--- src/rtl/pgd_fifo.sv ---
// short command queue between the pixel front end and the column back end
module pgd_fifo #(
   parameter int WIDTH = 8,
   parameter int DEPTH = 4
) (
   input  logic             clock,
   input  logic             reset,
   input  logic             push,
   input  logic [WIDTH-1:0] push_data,
   input  logic             pop,
   output logic [WIDTH-1:0] pop_data,
   output logic             full,
   output logic             empty
);

   localparam int PW = $clog2(DEPTH);
   localparam int CW = $clog2(DEPTH + 1);

   logic [WIDTH-1:0] mem_ff [DEPTH];
   logic [PW-1:0]    wr_ptr_ff, wr_ptr_in;
   logic [PW-1:0]    rd_ptr_ff, rd_ptr_in;
   logic [CW-1:0]    count_ff, count_in;

   always_comb begin
      wr_ptr_in = wr_ptr_ff;
      rd_ptr_in = rd_ptr_ff;
      count_in  = count_ff;
      if (push) begin
         wr_ptr_in = (wr_ptr_ff == PW'(DEPTH - 1)) ? '0 : wr_ptr_ff + 1'b1;
      end
      if (pop) begin
         rd_ptr_in = (rd_ptr_ff == PW'(DEPTH - 1)) ? '0 : rd_ptr_ff + 1'b1;
      end
      if (push && !pop) begin
         count_in = count_ff + 1'b1;
      end else if (pop && !push) begin
         count_in = count_ff - 1'b1;
      end
   end

   always_ff @(posedge clock) begin
      if (reset) begin
         wr_ptr_ff <= '0;
         rd_ptr_ff <= '0;
         count_ff  <= '0;
      end else begin
         wr_ptr_ff <= wr_ptr_in;
         rd_ptr_ff <= rd_ptr_in;
         count_ff  <= count_in;
      end
   end

   always_ff @(posedge clock) begin
      if (push) begin
         mem_ff[wr_ptr_ff] <= push_data;
      end
   end

   assign pop_data = mem_ff[rd_ptr_ff];
   assign full     = (count_ff == CW'(DEPTH));
   assign empty    = (count_ff == '0);

   a_no_overflow: assert property (@(posedge clock) disable iff (reset)
      !(push && full && !pop))
      else $error("queue written while full");

   a_count_bound: assert property (@(posedge clock) disable iff (reset)
      (count_ff <= CW'(DEPTH)) && !(pop && empty))
      else $error("queue count out of range or read while empty");

endmodule

--- config.mk ---
export PLATFORM = sky130hd
export DESIGN_NAME = pgd_fifo
export DESIGN_NICKNAME = d
export VERILOG_FILES = /design/src/rtl/pgd_fifo.sv
export SDC_FILE = /design/constraint.sdc
export NUM_CORES = 1
export LEC_CHECK = 0
export BUFFER_PORTS_ARGS = -buffer_cell sky130_fd_sc_hd__buf_2
export CAP_MARGIN = 5
export CORE_ASPECT_RATIO = 1.75
export CORE_MARGIN = 1.5
export CORE_UTILIZATION = 50
export DETAILED_ROUTE_END_ITERATION = 8
export PLACE_DENSITY = 0.74
export SETUP_SLACK_MARGIN = 0.5
export SKIP_LAST_GASP = 1
export SLEW_MARGIN = 20
export SYNTH_ARGS = -nofsm -noshare
export SYNTH_HDL_FRONTEND = slang
export SYNTH_SLANG_ARGS = --single-unit
--- constraint.sdc ---
create_clock -name clock -period 1.53 [get_ports clock]
set_clock_uncertainty 0.1 [all_clocks]
set_input_delay 0 -clock clock [delete_from_list [all_inputs] [get_ports clock]]
set_output_delay 0 -clock clock [all_outputs]
set_load 0.01 [all_outputs]
### After elaboration in Yosys (flattened, before gate mapping)

Memories as Yosys holds them, arrays and structs flattened. A register that Yosys moved wholly into a read port is not among the register bits.
Cells that the tools add are included.

| storage, ports and cells | value |
|---|---|
| word-level logic and storage cells | 25 |
| memories kept | 1 |
| memory bits (writable) | 32 |
| bits in registers | 7 |

Memory list:

| name | words | bits a word | rd ports | clocked after memory_dff | write ports | line | source |
|---|---|---|---|---|---|---|---|
| mem_ff | 4 | 8 | 1 | 1 | 1 | 19 | `logic [WIDTH-1:0] mem_ff [DEPTH];` |

| cells by class | value |
|---|---|
| $add $sub $neg | 4 |
| mux-type cells | 8 |
| eq/ne operators | 3 |
| reductions and logical operators | 6 |

Operator list:

| kind | number |
|---|---|
| two-way mux 2 bit | 4 |
| two-way mux 3 bit | 2 |
| adder 2 x 1 -> 2 bit, second input constant | 2 |
| == test 2 bit, second input constant | 2 |
| adder 3 x 1 -> 3 bit, second input constant | 1 |
| == test 3 bit, second input constant | 1 |
| zero test 3 bit | 1 |
| subtractor 3 x 1 -> 3 bit, second input constant | 1 |
| logical AND 1 bit | 2 |
| zero test 1 bit | 2 |
| two-way mux 1 bit | 2 |
| nonzero test 2 bit | 1 |

### Depth between registers and ports, before layout

| logic depth | value |
|---|---|
| depth in word-level cells | 4 |
| depth in mapped cells | 7 |
| gate-level depth less buffers | 7 |

### Worst setup path after synthesis

No wires, ideal clock.

| timing | value |
|---|---|
| path kind | flip-flop to flip-flop |
| start point | register count_ff[0] |
| end point | register count_ff[2] |
| path buffers | 0 |
| arrival time | 1.322 ns |
| cell stages (with the launch flop) | 5 |
| slack | 0.039 ns |
| setup time | 0.070 ns |
| cells stage by stage | dfxtp_1 > fa_1 > xor2_1 > or3_1 > a21oi_1 |

| on the way | value |
|---|---|
| word-level cells in the longest chain between the ends | 3 |
| elaborated cells between the ends (all ways) | 4 |

Ends and longest elaborated chain:

| item | line | source |
|---|---|---|
| from (decl) | 22 | `logic [CW-1:0] count_ff, count_in;` |
| from (signal assigned) | 49 | `count_ff <= count_in;` |
| subtractor 3 x 1 -> 3 bit | 37 | `count_in = count_ff - 1'b1;` |
| two-way mux 3 bit | 36 | `end else if (pop && !push) begin` |
| two-way mux 3 bit * | 34 | `if (push && !pop) begin` |

Mark *: on every way between the ends. The rest lies on a longest branch, timed or not. The select of a mux whose other input is x is not followed.
A chain may end at the register's enable or synchronous reset.

==> results by group <==
Layout
  • Fill count: roughly 230
  • Area of combinational cells with multiple inputs: slightly above 500 sq um
  • Final core utilization: 0.7073
  • Area occupied by registers: about 1200 sq um
  • Area Growth Syn to Fin: 37.59%
  • Layout cells sized above 1: 0.5188
  • Fin nets: about 150
  • Diode insertion count for antenna repair: 0

Place
  • RePlAce Congestion: 0.6574
  • Port-buffer cells: 21
  • Place WS: -70.17 ps
  • Post-DP HPWL: roughly 1.7 mm

Setup path
  • Worst flop-to-flop path startpoint: count_ff[1]$_SDFFE_PP0P_
  • Crit path max fanout: 8
  • Endpoint class of the critical path: output port
  • Startpoint type of the worst setup path: flop
  • Endpoint arrival time on the critical path: 1420 ps
  • Required time at the endpoint of the critical path: approximately 1400 ps
  • Worst setup path category: reg -> out

Timing
  • Final max-slew violation count: 0
  • Final hold violation count: 0
  • Fin crit share: 0.9962
  • Tightest slew margin relative to the limit: 0.7215
  • Final critical path time including I/O delays and setup: approximately 1500 ps
  • Slack of the critical path: 5.777 ps
  • Worst-case hold slack: 36.02 ps
  • Maximum clock rate: 656.1 MHz
  • Slew @ Worst Pin: 417.2 ps
  • Setup-violating endpoint count in the final report: 0
  • Setup repair after global routing missed its margin: yes

Yosys
  • Part of the Yosys area used for sequential elements: 0.7142
  • Most area-consuming cells after synthesis: sky130_fd_sc_hd__edfxtp_1 (60%), sky130_fd_sc_hd__dfxtp_1 (11%), sky130_fd_sc_hd__mux4_2 (11%), sky130_fd_sc_hd__ha_1 (4.7%), sky130_fd_sc_hd__mux2i_1 (2.5%)
  • Netlist Area Pre-Place: 1598 sq um
  • Most frequently used cell type in the post-synthesis netlist: sky130_fd_sc_hd__edfxtp_1
  • Avg Synthesized Cell Area: between 15 and 20 sq um
  • Fraction of registers with async set or reset after synthesis: 0
  • Number of flops mapped to enable cells by yosys: 32
  • Cells after synthesis: 86
  • Distinct cell type count after synthesis: 17
  • Library cell with the largest summed area after synthesis: sky130_fd_sc_hd__edfxtp_1
  • Yosys warning total: 0
  • Dominant register cell in the synthesized netlist: sky130_fd_sc_hd__edfxtp_1
  • Area share of the leading cell type in the synthesized netlist: 0.6014
  • Ranking of synthesized cells by instance count: sky130_fd_sc_hd__edfxtp_1 (32), sky130_fd_sc_hd__dfxtp_1 (9), sky130_fd_sc_hd__mux4_2 (8)
  • Post-Syn Nets: between 100 and 150
  • FF+latch count, synth: between 40 and 50

Clocking
  • Longest Clk Path Bufs: 2
  • CTS buffer count: 5
  • Clock-pin slew of the registers on the worst-case setup and hold paths: ~80 ps
  • TritonCTS clock tree: yes
  • Clock latency at the later pin of the worst-skew pair: approximately 290 ps
  • Clock tree root driver cell: sky130_fd_sc_hd__clkbuf_8
  • CTS H-tree depth: 2
  • Total number of clock tree sinks: between 40 and 50

Floorplan
  • Die Wd: 45.73 um
  • Number of I/O pins: 22
  • Vertical extent of the die: 77.78 um
  • Core Box Area: about 3100 sq um
  • Die Area: 3557 sq um
  • Count of standard-cell rows: 27
  • Initial core utilization: 0.5141

Routing
  • Vias per std cell: between 4 and 5
  • Number of DRC violations after detailed-routing iteration 0: 9
  • DRC errors left: 0
  • First-pass iteration count of the detailed router: 4
  • Number of vias after detailed routing: 869
  • Mean routed wirelength per cell: 15.43 um
  • Final WL: roughly 2.7 mm
  • Routed Antenna Nets: 0

Power and ir drop
  • Total power consumption of the routed design: roughly 2.5 mW
  • Leakage power of the design: around 0.81 nW
  • P per Cell Area: between 1000 and 1500 nW/um^2
  • VDD IR-drop max: about 800 uV

Min path
  • Startpoint of the worst hold path: push
  • Worst hold path class: in -> reg

Global routing
  • Vias in the first global route: slightly above 900
  • Initial antenna violation count: 0
  • Sum of overflow across all layers after global routing: 0
  • Total routing usage reported by global routing: 0.1761
  • First-pass GRT wire length: between 4 and 5 mm
  • Largest net degree at the start of global routing: 14

Outcome
  • Run status: completed

Flow run
  • Count of maximum capacitance violations: 0
## layout by cell type (no fill, tap or decap), drive strengths merged
cell type     n
edfxtp       32
buf          30
dlygate4sd3  11
dfxtp         9
mux4          8
nor2          7
clkbuf        7
ha            6
and2          4
mux2i         4
inv           4
nor3b         2
xor2          2
a21oi         2
nor3          1
o21ai         1
or3           1
fa            1
clkinvlp      1
## registers in the layout, summed over array words and instances, names as in the netlist, named ones only
name,cells
count_ff,3
mem_ff,32
wr_ptr_ff,2
rd_ptr_ff,2
## routing by layer
layer / share of wire / track usage
met1: 0.35 / 0.1680
met2: 0.58 / 0.3070
met3: 0.045 / 0.05581
met4: 0.024 / 0.1000
met5: 0 / 0
## logic make-up (layout without fill, tap and decap cells)
| logic type | after synthesis | count (layout) | synth area share |
|---|---|---|---|
| flip-flops | 41 | 41 | 0.7142 |
| AND/OR/NAND/NOR | 15 | 15 | 0.04855 |
| multiplexers | 12 | 12 | 0.1378 |
| adder cells (fa/ha/maj) | 7 | 7 | 0.05951 |
| buffers and inverters | 6 | 53 | 0.01957 |
| AO/OA/AOI/OAI | 3 | 3 | 0.009394 |
| XOR/XNOR | 2 | 2 | 0.01097 |
## worst max-delay path, stage by stage, from the launching register on
cell and delay [ps]:
sky130_fd_sc_hd__dfxtp_4 450, sky130_fd_sc_hd__mux4_2 540, sky130_fd_sc_hd__buf_6 140
## through the flow
stage / std cells / cell area [sq um] / TNS (ps)
after floorplan: 86 / 1662 / 0
after global placement: 150 / 1819 / 0
after detailed placement: 150 / 1819 / -70.17
after CTS: 174 / 2136 / -23.72
after global routing: 176 / 2198 / -342.5
final: 176 / 2198 / 0
## worst paths after layout
check             slack [ps]                   endpoint  cells past startpoint
hold / removal            40  wr_ptr_ff[1]$_SDFFE_PP0P_                      4
setup reg to reg          30   count_ff[2]$_SDFFE_PP0P_                      4
setup / recovery           6                pop_data[6]                      2
hold reg to reg          440   count_ff[2]$_SDFFE_PP0P_                      2
## cell type report
class | count | area share
inverters | 4 | 0.009106
clock inverters | 1 | 0.003415
flip-flops and latches | 41 | 0.5276
repair buffers | 41 | 0.1508
multi-input cells | 39 | 0.2356
well taps | 43 | 0.02447
clock buffers | 7 | 0.04895
## timing repair
item,in CTS,in global routing
hold buffers,11,0
hold endpoints to repair,41,0
setup buffers,5,2
pin swaps,6,5
setup endpoints to repair,49,48
gates resized for setup,14,8
## report_power, final
group          switching, mW  internal (mW)  leakage (nW)
Sequential            0.0531           1.27         0.372
Combinational          0.159          0.226         0.386
Clock                  0.362          0.464        0.0556
No activity file was read; power rests on OpenSTA's default activity.
