<file path="src/rtl/pgd_pkg.sv">
// shared types, widths, register codes and reset values of the gutter detector
package pgd_pkg;

   localparam int DEF_MAX_WIDTH  = 1024;
   localparam int DEF_HEIGHT_CAP = 4096;

   localparam int PIXEL_W     = 8;
   localparam int OFFSET_W    = 12;
   localparam int REQ_TDATA_W = 8;
   localparam int RSP_TDATA_W = 16;
   localparam int WIDTH_REG_W = 11;
   localparam int HEIGHT_REG_W = 13;
   localparam int LEVEL_W     = 8;
   localparam int SKIP_W      = 8;
   localparam int TOP_W       = 12;
   localparam int MARGIN_W    = 8;
   localparam int RUNLIM_W    = 4;
   localparam int RUN_W       = 4;
   localparam int CSR_ADDR_W  = 3;
   localparam int CSR_DATA_W  = 13;
   localparam int FIFO_DEPTH  = 4;

   // register indexes
   localparam logic [CSR_ADDR_W-1:0] CSR_IMAGE_WIDTH    = 3'd0;
   localparam logic [CSR_ADDR_W-1:0] CSR_IMAGE_HEIGHT   = 3'd1;
   localparam logic [CSR_ADDR_W-1:0] CSR_WHITE_LEVEL    = 3'd2;
   localparam logic [CSR_ADDR_W-1:0] CSR_SKIP_AMOUNT    = 3'd3;
   localparam logic [CSR_ADDR_W-1:0] CSR_TOP_LIMIT      = 3'd4;
   localparam logic [CSR_ADDR_W-1:0] CSR_BOTTOM_MARGIN  = 3'd5;
   localparam logic [CSR_ADDR_W-1:0] CSR_DARK_RUN_LIMIT = 3'd6;

   // register reset values
   localparam logic [WIDTH_REG_W-1:0]  RST_IMAGE_WIDTH    = 11'd640;
   localparam logic [HEIGHT_REG_W-1:0] RST_IMAGE_HEIGHT   = 13'd480;
   localparam logic [LEVEL_W-1:0]      RST_WHITE_LEVEL    = 8'd200;
   localparam logic [SKIP_W-1:0]       RST_SKIP_AMOUNT    = 8'd80;
   localparam logic [TOP_W-1:0]        RST_TOP_LIMIT      = 12'd150;
   localparam logic [MARGIN_W-1:0]     RST_BOTTOM_MARGIN  = 8'd30;
   localparam logic [RUNLIM_W-1:0]     RST_DARK_RUN_LIMIT = 4'd9;

   localparam logic [RUN_W-1:0] RUN_MAX = 4'hF;

   // per-pixel classification handed from front to back
   typedef struct packed {
      logic first;      // first pixel of a frame, row 0 result
      logic white;      // pixel at or above the white level
      logic ignore;     // row inside the bottom margin
      logic top_fail;   // row beyond the top limit
      logic row_emit;   // row gutter found at this pixel
      logic frame_end;  // last pixel of the frame
   } pgd_flags_type;

   // one column's state word
   typedef struct packed {
      logic             fail;
      logic [RUN_W-1:0] run;
   } pgd_entry_type;

   localparam int ENTRY_W = $bits(pgd_entry_type);
   localparam int FLAGS_W = $bits(pgd_flags_type);

endpackage

</file>
<file path="src/rtl/pgd_front.sv">
// pixel front end: raster positions, row gutter tracking, per-pixel classification
module pgd_front
   import pgd_pkg::*;
#(
   parameter int MAX_WIDTH  = DEF_MAX_WIDTH,
   parameter int HEIGHT_CAP = DEF_HEIGHT_CAP
) (
   input  logic                            clock,
   input  logic                            reset,
   input  logic                            pix_valid,
   output logic                            pix_ready,
   input  logic [PIXEL_W-1:0]              pixel,
   input  logic                            queue_full,
   input  logic                            init_busy,
   input  logic [$clog2(MAX_WIDTH):0]      width_eff,
   input  logic [$clog2(HEIGHT_CAP):0]     height_eff,
   input  logic [LEVEL_W-1:0]              white_level,
   input  logic [SKIP_W-1:0]               skip_amount,
   input  logic [TOP_W-1:0]                top_limit,
   input  logic [MARGIN_W-1:0]             bottom_margin,
   output logic                            cmd_push,
   output logic [$clog2(MAX_WIDTH)-1:0]    cmd_col,
   output logic [OFFSET_W-1:0]             cmd_row,
   output pgd_flags_type                   cmd_flags
);

   localparam int CLW = $clog2(MAX_WIDTH);
   localparam int CWW = CLW + 1;
   localparam int RW  = $clog2(HEIGHT_CAP);
   localparam int HWW = RW + 1;
   localparam int MW  = ((HWW > MARGIN_W) ? HWW : MARGIN_W) + 1;
   localparam int TW  = (RW > TOP_W) ? RW : TOP_W;

   logic [CLW-1:0]    col_ff, col_in;
   logic [RW-1:0]     row_ff, row_in;
   logic              all_white_ff, all_white_in;
   logic [SKIP_W-1:0] skip_ff, skip_in;

   logic           white, line_white, row_end, frame_end, in_margin, past_top;
   logic [CWW-1:0] col_next;
   logic [HWW-1:0] row_next;

   assign pix_ready = !queue_full && !init_busy;
   assign cmd_push  = pix_valid && pix_ready;

   always_comb begin
      white      = (pixel >= white_level);
      line_white = all_white_ff && white;
      col_next   = CWW'(col_ff) + 1'b1;
      row_next   = HWW'(row_ff) + 1'b1;
      row_end    = (col_next >= width_eff);
      frame_end  = row_end && (row_next >= height_eff);
      in_margin  = (MW'(row_ff) + MW'(bottom_margin)) > MW'(height_eff);
      past_top   = TW'(row_ff) > TW'(top_limit);

      cmd_col             = col_ff;
      cmd_row             = OFFSET_W'(row_ff);
      cmd_flags.first     = (col_ff == '0) && (row_ff == '0);
      cmd_flags.white     = white;
      cmd_flags.ignore    = in_margin;
      cmd_flags.top_fail  = past_top;
      cmd_flags.row_emit  = row_end && (skip_ff == '0) && line_white;
      cmd_flags.frame_end = frame_end;

      col_in       = col_ff;
      row_in       = row_ff;
      all_white_in = all_white_ff;
      skip_in      = skip_ff;
      if (cmd_push) begin
         if (row_end) begin
            if (skip_ff != '0) begin
               skip_in = skip_ff - 1'b1;
            end else if (line_white) begin
               skip_in = skip_amount;
            end
            all_white_in = 1'b1;
            col_in       = '0;
            if (frame_end) begin
               row_in  = '0;
               skip_in = '0;
            end else begin
               row_in = row_next[RW-1:0];
            end
         end else begin
            col_in       = col_next[CLW-1:0];
            all_white_in = line_white;
         end
      end
   end

   always_ff @(posedge clock) begin
      if (reset) begin
         col_ff       <= '0;
         row_ff       <= '0;
         all_white_ff <= 1'b1;
         skip_ff      <= '0;
      end else begin
         col_ff       <= col_in;
         row_ff       <= row_in;
         all_white_ff <= all_white_in;
         skip_ff      <= skip_in;
      end
   end

   a_frame_restart: assert property (@(posedge clock) disable iff (reset)
      (cmd_push && frame_end) |=> (col_ff == '0) && (row_ff == '0) && (skip_ff == '0)
         && all_white_ff)
      else $error("frame end did not return positions to the origin");

endmodule

</file>
<file path="config.mk">
export PLATFORM = sky130hd
export DESIGN_NAME = pgd_front
export DESIGN_NICKNAME = d
export VERILOG_FILES = /design/src/rtl/pgd_pkg.sv /design/src/rtl/pgd_front.sv
export SDC_FILE = /design/constraint.sdc
export NUM_CORES = 1
export LEC_CHECK = 0
export ABC_AREA = 0
export BUFFER_PORTS_ARGS = -buffer_cell sky130_fd_sc_hd__buf_2
export CORE_MARGIN = 3
export CORE_UTILIZATION = 55
export DETAILED_ROUTE_END_ITERATION = 10
export GPL_ROUTABILITY_DRIVEN = 0
export PLACE_DENSITY_LB_ADDON = 0.25
export SLEW_MARGIN = 10
export SYNTH_ARGS = -nofsm -noshare
export SYNTH_HDL_FRONTEND = slang
export SYNTH_SLANG_ARGS = --single-unit
</file>
<file path="constraint.sdc">
create_clock -name clock -period 7.6 [get_ports clock]
set_clock_uncertainty 0.1 [all_clocks]
set_input_delay 0.38 -clock clock [delete_from_list [all_inputs] [get_ports clock]]
set_output_delay 0.38 -clock clock [all_outputs]
set_load 0.005 [all_outputs]
</file>
After elaboration in Yosys (flattened, before gate mapping)
Cells that the tools add are included.
- register bits after elaboration: 31
- input port bits: 73
- output and inout bits: 30
- word-level logic and storage cells: 35
- add/subtract/negate cells: 4
- order comparisons: 5
- muxes and demuxes: 6
- reductions and logical operators: 16
- operators with widths (operator ; count):
    8-bit 2-to-1 mux ; 3
    12-bit by 1-bit adder with 13-bit output, second input constant ; 1
    12-bit by 8-bit adder with 13-bit output ; 1
    13-bit greater-or-equal comparator ; 1
    13-bit > comparator ; 1
    12-bit > comparator ; 1
    12-bit logical NOT ; 1
    12-bit 2-to-1 mux ; 1
    10-bit by 1-bit adder with 11-bit output, second input constant ; 1
    11-bit greater-or-equal comparator ; 1
    10-bit logical NOT ; 1
    10-bit 2-to-1 mux ; 1
    8-bit greater-or-equal comparator ; 1
    8-bit logical NOT ; 1
    8-bit nonzero test ; 1
    8-bit by 1-bit subtractor with 8-bit output, second input constant ; 1
    1-bit logical AND ; 7
    3-bit AND reduction ; 1
    3-bit nonzero test ; 1
    1-bit logical NOT ; 2
    2-bit AND reduction ; 1
    1-bit 2-to-1 mux ; 1

Depth between registers and ports, before layout
Gate-level depths: netlist (run 1).
- word-level depth: 5
- depth in mapped cells: 16
- gate-level depth less buffers: 15

Worst setup path after synthesis (run 1)
Ideal clock, no wire load.
- path kind: reg2out
- start: register row_ff[0] (netlist: cmd_row[0])
- end: output port cmd_flags[3] in the netlist's numbering
- data arrival time: 3.207 ns
- data required time: 7.120 ns
- slack: 3.913 ns
- cell stages (with the launch flop): 17
- path buffers: 1
- cell sequence: dfxtp_1 > ha_1 > inv_1 > fa_1 > nor2b_1 > o21ai_1 > a21boi_1 > o311ai_1 > a21oi_1 > xor2_1 > ha_1 > and4_1 > a2111oi_0 > nand2_1 > o2111ai_1 > a21oi_1 > buf_4
- longest elaborated chain between the ends: 2
- ends and longest elaborated chain (item ; RTL line ; text):
    start: declaration ; pgd_front.sv:35 ; logic [RW-1:0] row_ff, row_in;
    start signal: assignment ; pgd_front.sv:99 ; row_ff <= row_in;
    12-bit by 8-bit adder with 13-bit output ; pgd_front.sv:53 ; in_margin = (MW'(row_ff) + MW'(bottom_margin)) > MW'(height_eff);
    13-bit > comparator ; pgd_front.sv:53 ;
    end: declaration ; pgd_front.sv:24 ; output pgd_flags_type cmd_flags
Every way passes these cells.

==> run metrics, run 1 <==
status=complete, no violations; prevailing post-synth register cell=dfxtp_1; worst min path class=in -> reg; via count=3,818; fin cells=approximately 670; CP startpoint=cmd_row[0]; Post-synth EDFFs=0; num ports=roughly 100; final wirelength=about 9900 um; sequential area share after synthesis=0.161; number of antenna violations at the first check in global routing=0; Cells after DPL=664; Net Count, Synth=634; CTS Root Cell=clkbuf_8; Max-Cap Viols=0; Yosys cell types=65; DRC errors left=0; largest net degree at the start of global routing=21; GRT Util Overall=0.246; Sink Count=31; router iterations before antenna repair=4; final hold viol count=0; hold_sp=skip_amount[1]; Final Setup Violations=0; fraction of layout cells with a size suffix above 1=0.242; crit path kind=reg -> out; fillers=598; nets=~720; Ant. Diodes=0; CP required=7.12 ns; pin slew with the least headroom to its limit=0.675 ns; ANT nets after route=0; post-synth top area share=0.231; clock buffer count from CTS=5; Clock Tree Buf Depth=2; ys async rst share=0; first-pass GRT wire length=15,700 um; largest cells by area after synthesis=ha_1, dfxtp_1, inv_1; number of global-route vias before repair=between 3,000 and 4,000; Netlist Area Pre-Place=3850 sq um; Post-DP HPWL=about 7900 um; Worst Path Buf+Inv=2; chip height=89.7 um; clock slew at reported path FFs=0.07 ns; Slowest-stage cell, CP=dfxtp_1; largest area contributor in the netlist=ha_1; Max Slew Vio Count=0; syn_area_per_cell=between 7 and 8 sq um; H-tree depth=2; crit path launch type=register; Detailed Route Iter0 Violations=199; PortBufs=102; DIE WIDTH=roughly 90 um; PostCTS Resize Cnt=0; IR drop worst, VDD=0.000122 V; core footprint=approximately 6600 sq um; worst r2r src=cmd_row[1]; total power=0.391 mW; RSZ-0062 raised after global routing=false; PD cells=87.7 nW/um^2; Initial Util=0.586; CP max FO=8; Synth Instances=489; Post-CTS Setup Bufs=0; largest delay contributor family on the critical path=compound AO/OA/AOI/OAI gates; Slew HR=0.550; setup TNS=0 ns; Hold Buf Count CTS=0; Synth Register Bits=31; CTS tree=yes; Worst EP arrival=3.87 ns; CP peak stage delay=0.47 ns; Synth-to-Final Area Change=15.6%; row cnt=29; Synthesis Warnings=0; Tcrit/Tclk final=0.572; Achievable Freq=0.230 GHz; leakage=2.40 nW; Vias/cell=5.68; cells along the critical path=ha_1, inv_1, fa_1, nor2b_1, o21ai_1, a21boi_1, o311ai_1, a21oi_1, xor2_1, ha_1, and4_1, a2111oi_0, nand2_1, o2111ai_1, a21oi_1, buf_2; Congestion Overflow GR=0; clk_lat worst skew=between 0.2 and 0.3 ns; CP Capture Type=primary output; crit path time final=4.35 ns; Avg WL per Cell=14.7 um; die area=8040 sq um
cell usage in the layout, fill, tap and decap left out, types with 2 or more instances in the layout:
cell / instances
buf_2: 102
o32ai_1: 4
a21oi_1: 26
and3_1: 12
or2_2: 3
a211oi_1: 3
nand2_1: 37
nor4_1: 6
o31ai_1: 2
o211ai_1: 3
a41oi_1: 3
xor2_1: 20
and4_1: 2
o21a_1: 9
xnor2_1: 17
clkbuf_8: 7
a21o_1: 9
nor2_2: 11
a32o_1: 7
o21ai_0: 16
ha_1: 71
nand2b_1: 5
inv_1: 58
nand3_1: 18
nor3b_1: 4
a21oi_2: 4
nor2b_1: 8
a31oi_1: 4
o2111ai_1: 2
dfxtp_1: 31
nor2_1: 24
nor4b_1: 2
o21ai_1: 6
nor3_1: 4
nand4_1: 11
power by group:
group | internal [mW] | total [mW] | switching (mW) | leakage, nW
sequential | 0.163 | 0.164 | 0.000924 | 0.250
combinational | 0.0386 | 0.0805 | 0.0419 | 2.10
clock | 0.0823 | 0.146 | 0.0638 | 0.0505
cell type report:
cell class,instances,area [sq um],share of cell area
clock inverter,1,7.51,0.00169
tap,93,116,0.0261
clock buffer,7,96.3,0.0216
sequential,31,621,0.139
timing repair buffer,102,510,0.115
multi-input combinational,380,2880,0.648
inverter,58,218,0.0489
state kept, by name (all words and copies together) (netlist names):
signal,cells
skip_ff,8
all_white_ff,1
cmd_col,10
cmd_row,12
worst min-delay path, stage by stage:
cell	delay [ns]
buf_2	0.10
a21oi_2	0.10
o32ai_1	0.07
metal layers:
| layer | track usage | up-vias | wire length, um |
|---|---|---|---|
| met2 | 0.396 | 135 | 4670 |
| met4 | 0.0622 | 0 | 92 |
| met1 | 0.339 | 1764 | 4450 |
| met5 | 0 | - | 0 |
| met3 | 0.0438 | 8 | 664 |
| li1 | - | 1911 | - |
through the flow:
step / hold WS, ns / utilization / cell area [sq um] / worst slack, ns
detailed placement: 0.355 / 0.662 / 4350 / 3.64
global route: 0.345 / 0.678 / 4450 / 2.97
finish: 0.317 / 0.678 / 4450 / 3.25
global placement: 0.341 / 0.662 / 4350 / 3.76
CTS: 0.309 / 0.678 / 4450 / 3.30
floorplan: 0.326 / - / 3850 / 3.91
cells by family after synthesis:
| group | count (synthesis) | synth area share |
|---|---|---|
| AND/OR/NAND/NOR | 158 | 0.223 |
| multiplexers | 1 | 0.00292 |
| buffers and inverters | 78 | 0.0900 |
| XOR/XNOR | 37 | 0.0842 |
| AO/OA/AOI/OAI | 112 | 0.203 |
| adder cells (fa/ha/maj) | 72 | 0.236 |
| flip-flops | 31 | 0.161 |
cell usage after synthesis (6+ instances only):
cell,count
dfxtp_1,31
a32o_1,7
a21oi_1,26
nor4_1,6
a21o_1,9
nand3_1,18
nor2b_1,8
nor2_1,24
xnor2_1,17
nor2_2,11
ha_1,71
o21ai_0,16
clkbuf_1,9
xor2_1,20
and3_1,12
nand4_1,11
inv_1,58
nand2_1,37
o21ai_1,6
o21a_1,9
worst paths after layout:
check                  to  slack (ns)  depth (start not counted)
max          cmd_flags[3]        3.25                         16
max reg2reg    skip_ff[3]        3.62                         13
min            skip_ff[1]        0.32                          3
min reg2reg  all_white_ff        0.38                          1
No activity file was read; power rests on OpenSTA's default activity.
==> inputs of run 2 (changes only) <==
ABC_AREA = 1   (was 0)
CORE_UTILIZATION = 49   (was 55)
clock period = 3.89 ns   (was 7.6 ns; I/O delays follow)
==> run 2 against run 1 <==
Net effect:
- non-clock buffer count rose by 1
- register-to-register slack got worse by 2.9 ns
- clock-buffer cell count fell by 1
- sequential cell count did not move
- core utilization fell by 8.3 points
- hold slack got worse by 0.19 ns
- critical path depth fell by 1
- highest routed layer unchanged
==> run metrics, run 2 <==
DIE WIDTH=96.0 um (+7.0%); status=complete, no violations; largest area contributor in the netlist=ha_1; Synth Instances=599 (+22%); final hold viol count=0 (unchanged); setup TNS=0 ns (unchanged); DRC errors left=0 (unchanged); ys async rst share=0 (unchanged); commonest non-fill, non-tap cell in the layout=nand2_1; Synthesis Warnings=0 (unchanged); fillers=784 (+31%); crit path launch type=register; register area=621 sq um (unchanged); prevailing post-synth register cell=dfxtp_1; Gate power share=0.243 (+0.037); die area=9210 sq um (+15%); CP peak stage delay=0.42 ns (-0.05 ns); core footprint=7810 sq um (+19%); area of the multi-input gates=2790 sq um (-3.1%); H-tree depth=2 (unchanged); Synth top cells by count=nand2_1, inv_1, ha_1; Detailed Route Iter0 Violations=126 (-37%); Slew HR=0.627 (+0.0774); PD cells=190 nW/um^2 (+120%); CTS tree=yes; fin cells=801 (+19%); GRT Util Overall=0.226 (-0.0196); Final Setup Violations=0 (unchanged); Max Slew Vio Count=0 (unchanged); sequential area share after synthesis=0.156 (-0.00473); row cnt=32 (+10%); largest delay contributor family on the critical path=simple AND/OR/NAND/NOR gates; post-synth top area share=0.224 (-0.00677); PortBufs=102 (unchanged); cell with the most instances after synthesis=nand2_1; pin slew with the least headroom to its limit=0.558 ns (-0.117 ns); CP Capture Type=primary output; Achievable Freq=0.273 GHz; Synth Register Bits=31 (unchanged); switching share of power=0.296 (+0.0231); first-pass GRT wire length=16,700 um (+6.0%); Post-synth EDFFs=0 (unchanged); Netlist Area Pre-Place=3970 sq um (+3.0%); number of global-route vias before repair=3,724 (+8.2%); largest cells by area after synthesis=ha_1, dfxtp_1, nand2_1; Yosys cell types=42 (-35%); Vias/cell=5.07 (-11%); PostCTS Resize Cnt=0 (unchanged); clock buffer count from CTS=5 (unchanged); Cells after DPL=793 (+19%); crit path time final=3.67 ns; Synth-to-Final Area Change=17.0%; Post-CTS Setup Bufs=0 (unchanged); Clock Tree Buf Depth=2 (unchanged); Slowest-stage cell, CP=dfxtp_1; P_int=0.621 mW (+120%); ANT nets after route=0 (unchanged); Largest register FFs=12 (unchanged); CP max FO=6 (-2); Initial Util=0.508 (-0.0782); Sink Count=31 (unchanged); Worst Path Buf+Inv=2 (unchanged); CTS Root Cell=clkbuf_8; clock network power share=0.385 (+0.011); via count=4,062 (+6.4%); Congestion Overflow GR=0 (unchanged); clk_lat worst skew=0.29 ns (about the same); Tcrit/Tclk final=0.943; IR drop worst, VDD=0.000116 V (-5.2%); cells along the critical path=ha_1, inv_1, fa_1, nor2_1, nor3b_1, o221ai_1, nand2_1, xor2_1, ha_1, nand2_1, nor4_1, nand4_1, nor2_1, a21oi_1, buf_2; router iterations before antenna repair=5 (+1); Seq pwr share=0.372 (-0.048); crit path kind=reg -> out; leakage=2.72 nW (+13%); Net Count, Synth=744 (+17%); clock slew at reported path FFs=0.07 ns (about the same); RSZ-0062 raised after global routing=false; final wirelength=10,100 um (+1.8%); Max-Cap Viols=0 (unchanged); number of antenna violations at the first check in global routing=0 (unchanged); nets=843 (+17%); chip height=96.0 um (+7.0%); num ports=103 (unchanged); Post-DP HPWL=8350 um (+5.5%); fraction of layout cells with a size suffix above 1=0.196 (-0.0458); syn_area_per_cell=6.62 sq um (-16%); largest net degree at the start of global routing=20 (-4.8%); Worst EP arrival=3.37 ns (-0.50 ns); Ant. Diodes=0 (unchanged); worst min path class=in -> reg; Sw Pwr=0.261 mW (+150%); Hold Buf Count CTS=0 (unchanged); Avg WL per Cell=12.6 um (-15%); commonest cells after routing, fill and taps aside=nand2_1, inv_1, buf_2, ha_1; CP required=3.60 ns (-3.52 ns)
==> run 2: cell count changes in the layout (fill, tap and decap cells not counted), sizes merged, moves of 13 or more <==
| cell | before | now |
|---|---|---|
| xnor2 | 17 | 4 |
| nor2 | 35 | 51 |
| nand3 | 18 | 32 |
| inv | 58 | 122 |
| nand2 | 38 | 135 |
| and3 | 13 | 0 |
| a21oi | 30 | 46 |
==> run 2: layout make-up <==
type                       count  share of cell area
clock buffer                   6              0.0178
clock inverter                 2             0.00755
inverter                     123               0.100
multi-input combinational    434               0.602
sequential                    31               0.134
tap                          102              0.0275
timing repair buffer         103               0.112
==> run 2: power by group through the flow <==
stage          logic (mW)  registers (mW)  clock network, mW
2_1_floorplan       0.140           0.335                  0
3_5_place_dp        0.214           0.336                  0
4_1_cts             0.216           0.328              0.341
5_1_grt             0.247           0.329              0.357
6_report            0.215           0.328              0.339
3_3_place_gp        0.207           0.335                  0
==> run 2: worst register-to-register path, stage by stage, from the launching register on <==
cell and delay (ns):
dfxtp_1 0.56, nand3_1 0.23, nor3_2 0.27, nand2_1 0.15, nor2_1 0.11, nand3_1 0.08
nand2_1 0.07, o21ai_0 0.07, inv_1 0.07, ha_1 0.23, nand2_1 0.10, nor2_1 0.08
and2_1 0.13, nand2_1 0.07, inv_1 0.06, nor2_4 0.17, nand2_4 0.08, nor2_4 0.24
nand2_1 0.09, o21ai_0 0.09
==> run 2: cells by family after synthesis <==
kind of cell,synth area share
and+or+nand+nor,0.286
buffers and inverters,0.139
AOI/OAI and AO/OA,0.132
adders and majority gates,0.229
DFF,0.156
xor gates and xnor gates,0.0574
==> run 2: path summary, 6_finish.rpt <==
kind,start,endpoint,slack (ns),depth (start not counted)
max reg2reg,cmd_row[2],cmd_row[9],0.75,19
min reg2reg,all_white_ff,all_white_ff,0.38,2
min,reset,skip_ff[6],0.13,2
max,cmd_row[0],cmd_flags[3],0.22,15
==> run 2: metal layers <==
layer	share of wire	track usage	wire length, um
met1	0.48	0.301	4800
met2	0.47	0.384	4710
met3	0.042	0.0281	420
met4	0.013	0.0604	129
met5	0	0	0
==> run 2: stage by stage <==
step           total power, mW   util  hold WS, ns  cell area, sq um  worst slack, ns
3_3_place_gp             0.542  0.579        0.351              4520            0.751
2_1_floorplan            0.475      -        0.164              3970            0.965
6_report                 0.882  0.595        0.130              4640            0.222
5_1_grt                  0.933  0.595        0.145              4640          0.00444
3_5_place_dp             0.550  0.579        0.366              4520            0.596
4_1_cts                  0.885  0.595        0.127              4640            0.263
